==> src/rtl/core/fdts_pkg.sv <==
// ----------------------------------------------------------------------------
// fdts_pkg: shared types and constants for the work dispatcher
// Sizes of the wait queue and slot bank, command and status codes, and the
// request and result records passed between the pipeline stages.
// ----------------------------------------------------------------------------
package fdts_pkg;

  // Sizing
  localparam int NUM_SLOTS   = 8;
  localparam int QUEUE_DEPTH = 16;
  localparam int ID_WIDTH    = 16;

  // Fixed field widths of the request and result
  localparam int CMD_W    = 2;
  localparam int ITEM_W   = 16;
  localparam int SIDX_W   = 4;
  localparam int STATUS_W = 3;
  localparam int SIU_W    = 4;

  // Derived widths
  localparam int SLOT_IW = (NUM_SLOTS > 1) ? $clog2(NUM_SLOTS) : 1;
  localparam int PTR_W   = $clog2(QUEUE_DEPTH);
  localparam int CNT_W   = $clog2(QUEUE_DEPTH + 1);
  localparam int LIM_W   = SIDX_W + 1;

  typedef enum logic [CMD_W-1:0] {
    CMD_ARRIVE = 2'd0,
    CMD_CALL   = 2'd1,
    CMD_FINISH = 2'd2
  } cmd_e_t;

  typedef enum logic [STATUS_W-1:0] {
    ST_OK      = 3'd0,
    ST_QEMPTY  = 3'd1,
    ST_BUSY    = 3'd2,
    ST_SEMPTY  = 3'd3,
    ST_BADSLOT = 3'd4,
    ST_QFULL   = 3'd5
  } status_e_t;

  typedef struct packed {
    logic [CMD_W-1:0]  cmd;
    logic [ITEM_W-1:0] item_id;
    logic [SIDX_W-1:0] slot_index;
  } fdts_req_t;

  typedef struct packed {
    logic [STATUS_W-1:0] status;
    logic [ITEM_W-1:0]   released_id;
    logic                released_valid;
  } fdts_res_t;

endpackage

==> src/rtl/core/fifo_dispatch_to_slots.sv <==
// ----------------------------------------------------------------------------
// fifo_dispatch_to_slots: FIFO work dispatcher top level
// Path: an accepted request is captured in the input register, then the engine
//   loads its result into the result register, which drives out_*.
// Throughput: one request per cycle while out_tready is high (single-pass engine).
// Reset (rst_n low, synchronous): queue empties, all slots free, slots_in_use
//   returns to 0, both pipeline registers drop their valid.
// ----------------------------------------------------------------------------
module fifo_dispatch_to_slots
  import fdts_pkg::*;
(
  input  logic        clk,
  input  logic        rst_n,
  // Configuration: slots_in_use
  input  logic        cfg_wr_en,
  input  logic [3:0]  cfg_wr_data,
  // Request channel
  input  logic        in_tvalid,
  output logic        in_tready,
  input  logic [23:0] in_tdata,   // [15:0] item_id, [19:16] slot_index, [23:20] zero
  input  logic [1:0]  in_tuser,   // [1:0] cmd
  // Result channel
  output logic        out_tvalid,
  input  logic        out_tready,
  output logic [23:0] out_tdata,  // [2:0] status, [18:3] released_id, [23:19] zero
  output logic        out_tuser   // [0] released_valid
);

  fdts_req_t up_req;
  fdts_req_t req;
  fdts_res_t res;
  fdts_res_t out_res;
  logic      req_valid;
  logic      can_load;
  logic      fire;

  // Unpack the request
  assign up_req.cmd        = in_tuser;
  assign up_req.item_id    = in_tdata[15:0];
  assign up_req.slot_index = in_tdata[19:16];

  // Hold the incoming request until the engine can commit it
  fdts_in_stage u_in (
    .clk       (clk),
    .rst_n     (rst_n),
    .up_valid  (in_tvalid),
    .up_ready  (in_tready),
    .up_req    (up_req),
    .req_valid (req_valid),
    .req_take  (can_load),
    .req       (req)
  );

  // Commit the request when the result register is free or draining
  assign fire = req_valid && can_load;

  fdts_engine u_engine (
    .clk         (clk),
    .rst_n       (rst_n),
    .cfg_wr_en   (cfg_wr_en),
    .cfg_wr_data (cfg_wr_data),
    .fire        (fire),
    .req         (req),
    .res         (res)
  );

  fdts_out_stage u_out (
    .clk      (clk),
    .rst_n    (rst_n),
    .load     (fire),
    .res_in   (res),
    .can_load (can_load),
    .dn_valid (out_tvalid),
    .dn_ready (out_tready),
    .dn_res   (out_res)
  );

  // Pack the result
  assign out_tdata[2:0]   = out_res.status;
  assign out_tdata[18:3]  = out_res.released_id;
  assign out_tdata[23:19] = '0;
  assign out_tuser        = out_res.released_valid;

endmodule

==> src/rtl/core/fdts_in_stage.sv <==
// ----------------------------------------------------------------------------
// fdts_in_stage: input request register
// Captures one request per cycle while the engine takes them; holds each until taken.
// ----------------------------------------------------------------------------
module fdts_in_stage
  import fdts_pkg::*;
(
  input  logic      clk,
  input  logic      rst_n,
  input  logic      up_valid,
  output logic      up_ready,
  input  fdts_req_t up_req,
  output logic      req_valid,
  input  logic      req_take,
  output fdts_req_t req
);

  logic      valid_r;
  logic      valid_nxt;
  fdts_req_t req_r;
  logic      load;

  assign up_ready  = !valid_r || req_take;
  assign load      = up_valid && up_ready;
  assign valid_nxt = load ? 1'b1 : (req_take ? 1'b0 : valid_r);

  always_ff @(posedge clk) begin
    if (!rst_n) begin
      valid_r <= 1'b0;
    end else begin
      valid_r <= valid_nxt;
    end
  end

  // Payload, no reset
  always_ff @(posedge clk) begin
    if (load) begin
      req_r <= up_req;
    end
  end

  assign req_valid = valid_r;
  assign req       = req_r;

endmodule

==> src/rtl/core/fdts_engine.sv <==
// ----------------------------------------------------------------------------
// fdts_engine: wait queue, slot bank and command decode
// Evaluates one request against the current state and commits the update
// in the same cycle the result is loaded downstream.
// ----------------------------------------------------------------------------
module fdts_engine
  import fdts_pkg::*;
(
  input  logic             clk,
  input  logic             rst_n,
  input  logic             cfg_wr_en,
  input  logic [SIU_W-1:0] cfg_wr_data,
  input  logic             fire,
  input  fdts_req_t        req,
  output fdts_res_t        res
);

  logic [SIU_W-1:0]    slots_in_use_r;
  logic [ID_WIDTH-1:0] wait_store [QUEUE_DEPTH];
  logic [PTR_W-1:0]    head_r, head_nxt;
  logic [PTR_W-1:0]    tail_r, tail_nxt;
  logic [CNT_W-1:0]    count_r, count_nxt;
  logic [ID_WIDTH-1:0] slot_holder [NUM_SLOTS];
  logic [NUM_SLOTS-1:0] busy_r, busy_nxt;

  logic [SLOT_IW-1:0]  sidx;
  logic                slot_ok;
  logic                slot_busy;
  logic                q_empty;
  logic                q_full;
  logic                do_push;
  logic                do_call;
  logic                do_finish;
  logic [ID_WIDTH-1:0] item_trim;
  cmd_e_t              cmd;

  function automatic logic [PTR_W-1:0] next_ptr(input logic [PTR_W-1:0] p);
    next_ptr = (p == PTR_W'(QUEUE_DEPTH - 1)) ? '0 : p + 1'b1;
  endfunction

  assign cmd       = cmd_e_t'(req.cmd);
  assign sidx      = SLOT_IW'(req.slot_index);
  assign slot_ok   = (LIM_W'(req.slot_index) < LIM_W'(slots_in_use_r)) &&
                     (LIM_W'(req.slot_index) < LIM_W'(NUM_SLOTS));
  assign slot_busy = busy_r[sidx];
  assign q_empty   = (count_r == '0);
  assign q_full    = (count_r == CNT_W'(QUEUE_DEPTH));
  assign item_trim = ID_WIDTH'(req.item_id);

  // Decode the command and its checks
  always_comb begin
    res.status         = ST_OK;
    res.released_id    = '0;
    res.released_valid = 1'b0;
    do_push            = 1'b0;
    do_call            = 1'b0;
    do_finish          = 1'b0;
    case (cmd)
      CMD_ARRIVE: begin
        if (q_full) begin
          res.status = ST_QFULL;
        end else begin
          do_push = 1'b1;
        end
      end
      CMD_CALL: begin
        if (!slot_ok) begin
          res.status = ST_BADSLOT;
        end else if (slot_busy) begin
          res.status = ST_BUSY;
        end else if (q_empty) begin
          res.status = ST_QEMPTY;
        end else begin
          do_call = 1'b1;
        end
      end
      CMD_FINISH: begin
        if (!slot_ok) begin
          res.status = ST_BADSLOT;
        end else if (!slot_busy) begin
          res.status = ST_SEMPTY;
        end else begin
          do_finish          = 1'b1;
          res.released_id    = ITEM_W'(slot_holder[sidx]);
          res.released_valid = 1'b1;
        end
      end
      default: begin
      end
    endcase
  end

  always_comb begin
    head_nxt  = head_r;
    tail_nxt  = tail_r;
    count_nxt = count_r;
    busy_nxt  = busy_r;
    if (fire && do_push) begin
      tail_nxt  = next_ptr(tail_r);
      count_nxt = count_r + 1'b1;
    end
    if (fire && do_call) begin
      head_nxt       = next_ptr(head_r);
      count_nxt      = count_r - 1'b1;
      busy_nxt[sidx] = 1'b1;
    end
    if (fire && do_finish) begin
      busy_nxt[sidx] = 1'b0;
    end
  end

  always_ff @(posedge clk) begin
    if (!rst_n) begin
      slots_in_use_r <= '0;
      head_r         <= '0;
      tail_r         <= '0;
      count_r        <= '0;
      busy_r         <= '0;
    end else begin
      if (cfg_wr_en) begin
        slots_in_use_r <= cfg_wr_data;
      end
      head_r  <= head_nxt;
      tail_r  <= tail_nxt;
      count_r <= count_nxt;
      busy_r  <= busy_nxt;
    end
  end

  // Storage arrays, no reset
  always_ff @(posedge clk) begin
    if (fire && do_push) begin
      wait_store[tail_r] <= item_trim;
    end
    if (fire && do_call) begin
      slot_holder[sidx] <= wait_store[head_r];
    end
  end

  a_count_bound: assert property (@(posedge clk) disable iff (!rst_n)
    count_r <= CNT_W'(QUEUE_DEPTH))
    else $error("wait count above queue depth");

  a_empty_ptrs: assert property (@(posedge clk) disable iff (!rst_n)
    (count_r == '0) |-> (head_r == tail_r))
    else $error("empty queue with head and tail apart");

  a_full_status: assert property (@(posedge clk) disable iff (!rst_n)
    (fire && res.status == ST_QFULL) |-> q_full)
    else $error("queue full reported below depth");

  a_call_pops: assert property (@(posedge clk) disable iff (!rst_n)
    (fire && do_call) |=> (count_r == $past(count_r) - 1'b1) && busy_r[$past(sidx)])
    else $error("call did not pop the queue into the slot");

  a_finish_frees: assert property (@(posedge clk) disable iff (!rst_n)
    (fire && res.released_valid) |=> !busy_r[$past(sidx)])
    else $error("finished slot still busy");

endmodule

==> src/rtl/core/fdts_out_stage.sv <==
// ----------------------------------------------------------------------------
// fdts_out_stage: result register
// Holds one result until the consumer takes it.
// ----------------------------------------------------------------------------
module fdts_out_stage
  import fdts_pkg::*;
(
  input  logic      clk,
  input  logic      rst_n,
  input  logic      load,
  input  fdts_res_t res_in,
  output logic      can_load,
  output logic      dn_valid,
  input  logic      dn_ready,
  output fdts_res_t dn_res
);

  logic      valid_r;
  logic      valid_nxt;
  fdts_res_t res_r;

  assign can_load  = !valid_r || dn_ready;
  assign valid_nxt = load ? 1'b1 : (dn_ready ? 1'b0 : valid_r);

  always_ff @(posedge clk) begin
    if (!rst_n) begin
      valid_r <= 1'b0;
    end else begin
      valid_r <= valid_nxt;
    end
  end

  always_ff @(posedge clk) begin
    if (load) begin
      res_r <= res_in;
    end
  end

  assign dn_valid = valid_r;
  assign dn_res   = res_r;

endmodule
==> config.mk <==
export PLATFORM = sky130hd
export DESIGN_NAME = fifo_dispatch_to_slots
export DESIGN_NICKNAME = d
export VERILOG_FILES = /design/src/rtl/core/fdts_pkg.sv /design/src/rtl/core/fifo_dispatch_to_slots.sv /design/src/rtl/core/fdts_in_stage.sv /design/src/rtl/core/fdts_engine.sv /design/src/rtl/core/fdts_out_stage.sv
export SDC_FILE = /design/constraint.sdc
export NUM_CORES = 1
export LEC_CHECK = 0
export BUFFER_PORTS_ARGS = -buffer_cell sky130_fd_sc_hd__buf_4
export CORE_MARGIN = 1.5
export CORE_UTILIZATION = 66
export DETAILED_ROUTE_END_ITERATION = 8
export GPL_ROUTABILITY_DRIVEN = 0
export HOLD_SLACK_MARGIN = 0.05
export PLACE_DENSITY = 0.84
export SYNTH_ARGS = -nofsm -noshare
export SYNTH_HDL_FRONTEND = slang
export SYNTH_SLANG_ARGS = --single-unit
export TNS_END_PERCENT = 30
==> constraint.sdc <==
create_clock -name clk -period 10.4 [get_ports clk]
set_input_delay 2.08 -clock clk [delete_from_list [all_inputs] [get_ports clk]]
set_output_delay 2.08 -clock clk [all_outputs]
set_load 0.02 [all_outputs]
==> run_results.csv <==
group,metric,value,unit
die,core,25910,um^2
timing,relSlewSlack,20.13,%
timing,tns,0,ns
worst_setup_path,rrSetupSlack,6.17,ns
power,leakagePower,6.198,nW
logic_synthesis,netlist.area_leader.share,73.76,%
detailed_routing,avgViaCountPerCell,6.837,
logic_synthesis,ys_warn_count,0,
finish,diodes,0,
grt,use_met3,3.771,%
grt,grt_max_degree,65,
timing,rsz0062_at_grt,"false",
job,max-cap-violations,0,
detailed_routing,firstDrtPassIters,5,
place,place_ws,5.393,ns
timing,tightest_slew,1.196,ns
power,p_int,2.922,mW
detailed_routing,vias,8943,
power,pwr-share-seq,55.7,%
logic_synthesis,synth.most_common_cell,"edfxtp_1",
detailed_routing,drc,0,
clock_network,clk_path_buf_depth,3,
worst_hold_path,hold_path.class,"reg2reg",
timing,fin_worst_skew,0.01662,ns
logic_synthesis,synth_edf_count,426,
worst_setup_path,cp-end-kind,"primary output",
grt,antenna_found_initial,0,
worst_hold_path,hold_end,"u_engine.slots_in_use_r[3]",
place,dp_cells,1228,
clock_network,cts_tree,"done",
clock_network,cts_setup_buffers,0,
power,netSwitchingFraction,20.28,%
worst_setup_path,startpoint_type,"primary input",
logic_synthesis,synth.area.top_cells,"edfxtp_1 (74%), mux4_2 (11%), dfxtp_1 (3.6%), a22oi_1 (1.5%), a221oi_1 (0.86%)",
logic_synthesis,ys_types,53,
clock_network,numCtsBuffers,44,
power,p_per_area,187.2,nW/um^2
logic_synthesis,ys.flop_type,"edfxtp_1",
die,die_w,165.1,um
worst_setup_path,worstPathRequired,8.32,ns
clock_network,ctsResizeCount,0,
finish,final_util,75.54,%
detailed_routing,wire_per_inst,29.22,um
timing,fin_crit_sh,48.20,%
worst_hold_path,holdCritStartpoint,"u_engine.slots_in_use_r[3]",
logic_synthesis,synth_area,17340,um^2
grt,grtUsageMet1,39.55,%
place,dp_hpwl,19820,um
logic_synthesis,yosysSeqAreaShare,77.33,%
clock_network,cts_hold_buf,0,
grt,grtUsageMet2,50.40,%
die,fp-row-count,59,
timing,fin_crit,5.013,ns
grt,busiest_layer,"met2",
clock_network,clockRootBuffer,"clkbuf_16",
outcome,status,"finished, final reports clean",
logic_synthesis,async_flop_share,0,%
worst_hold_path,min_path_cells,2,
clock_network,cts-htree-levels,2,
power,finalPower,3.665,mW
clock_network,clk_latency,0.55,ns
worst_setup_path,reg2reg_from,"u_in.req[1]",
power,p_switching,0.7433,mW
finish,drive_gt1_share,25.08,%
timing,slew_violations,0,
worst_setup_path,r2r-end,"u_engine.count_r[4]",
worst_setup_path,cp_max_fo,8,
power,p_clk_share,41.8,%
finish,fin_cells,1308,
clock_network,cts_sinks,457,
die,die_h,165.1,um
finish,area_growth_syn_to_layout,12.86,%
die,die-area,27260,um^2
grt,grt_usage,29.51,%
logic_synthesis,synth_top_area_cell,"edfxtp_1",
clock_network,path_clk_slew,0.06,ns
timing,hold_viol,0,
power,ir_worst_vdd,184.3,uV
timing,setup_viol,0,
timing,setup_ws,5.387,ns
logic_synthesis,synth_area_per_cell,20.10,um^2
die,start_util,66.94,%
finish,fin_nets,986,
worst_setup_path,crit_arrival,2.93,ns
logic_synthesis,netlist_instances,863,
detailed_routing,finalWirelength,38230,um
timing,fmax,199.5,MHz
worst_setup_path,r2r_cells,10,
die,num_io_pins,62,
worst_setup_path,path_class,"in2out",
logic_synthesis,synth-seq-cells,457,
grt,grt_remaining_overflow,0,
grt,grt_pass1_vias,8936,
detailed_routing,drtIter0Drc,1210,
grt,grt_pass1_wl,56700,um
detailed_routing,drtAntennaViolNets,0,
logic_synthesis,ys_top_cells_by_count,"edfxtp_1 (426), mux4_2 (81), a22oi_1 (34), dfxtp_1 (31), clkbuf_1 (30)",
place,port_buffers,52,
power,comb_power_share,2.5,%
==> flip-flops by register name (all words and copies together) (netlist names), 4 cells and up, named ones only <==
name                     cells
u_engine.count_r             5
u_engine.tail_r              4
u_engine.busy_r              8
u_out.dn_res                20
u_engine.slots_in_use_r      4
u_in.req                    22
u_engine.wait_store        256
u_engine.head_r              4
u_engine.slot_holder       128
==> cells by family after synthesis <==
group                    share of synthesized area [%]
AND/OR/NAND/NOR                                  2.965
multiplexers                                     10.86
XOR/XNOR                                        0.1010
adder cells (fa/ha/maj)                         0.9090
buffers and inverters                            1.724
flip-flops                                       77.33
other                                          0.02162
AO/OA/AOI/OAI                                    6.081
==> critical path, stage by stage <==
cell,delay (ns)
buf_4,0.11
nor2b_1,0.44
nand2_1,0.13
buf_4,0.18
==> cells in the final DEF (no fill, tap or decap), drive strengths merged, types with 7 or more instances in the layout <==
cell type	Yosys	final
nand2	22	22
mux4	81	81
ha	11	11
inv	14	16
a21oi	13	13
nor2	23	23
buf	23	79
and3	10	10
nor4	7	7
clkinv	0	20
a22oi	34	34
a22o	16	16
dfxtp	31	31
o221a	8	8
a221oi	17	17
a31oi	21	21
edfxtp	426	426
clkbuf	30	52
==> worst max path at each step <==
stage	from	end	slack [ns]
CTS	out_tready	in_tready	5.39
detailed placement	out_tready	in_tready	5.39
global route	out_tready	in_tready	5.22
floorplan	out_tready	u_engine.wait_store[1][0]	5.39
global placement	out_tready	in_tready	5.40
finish	out_tready	in_tready	5.39
==> power by group through the flow <==
stage          logic (mW)  clock network (mW)  registers, mW
6_report           0.0931                1.53           2.04
3_3_place_gp       0.0879                   0           2.08
4_1_cts            0.0928                1.54           2.04
2_1_floorplan      0.0568                   0           2.07
3_5_place_dp       0.0912                   0           2.08
5_1_grt             0.101                1.60           2.04
==> layer usage <==
metal	vias up	wire, um
met1	4583	14350
met3	78	2846
li1	3750	-
met5	-	0
met4	0	1053
met2	532	19980
==> area by class of cell <==
cell class	count	area [um^2]
clock inverters	28	212.7
fillers	1393	6337
clock buffers	52	1152
inverters	14	52.55
repair buffers	79	593.1
multi-input cells	343	3726
well taps	335	419.2
flip-flops and latches	457	13420
==> through the flow <==
step / hold WS [ns] / area (um^2)
global placement: 0.4837 / 18210
CTS: 0.5076 / 19570
finish: 0.5105 / 19570
global route: 0.5467 / 19570
floorplan: 0.4604 / 17360
detailed placement: 0.4924 / 18210
No activity file was read; power rests on OpenSTA's default activity.
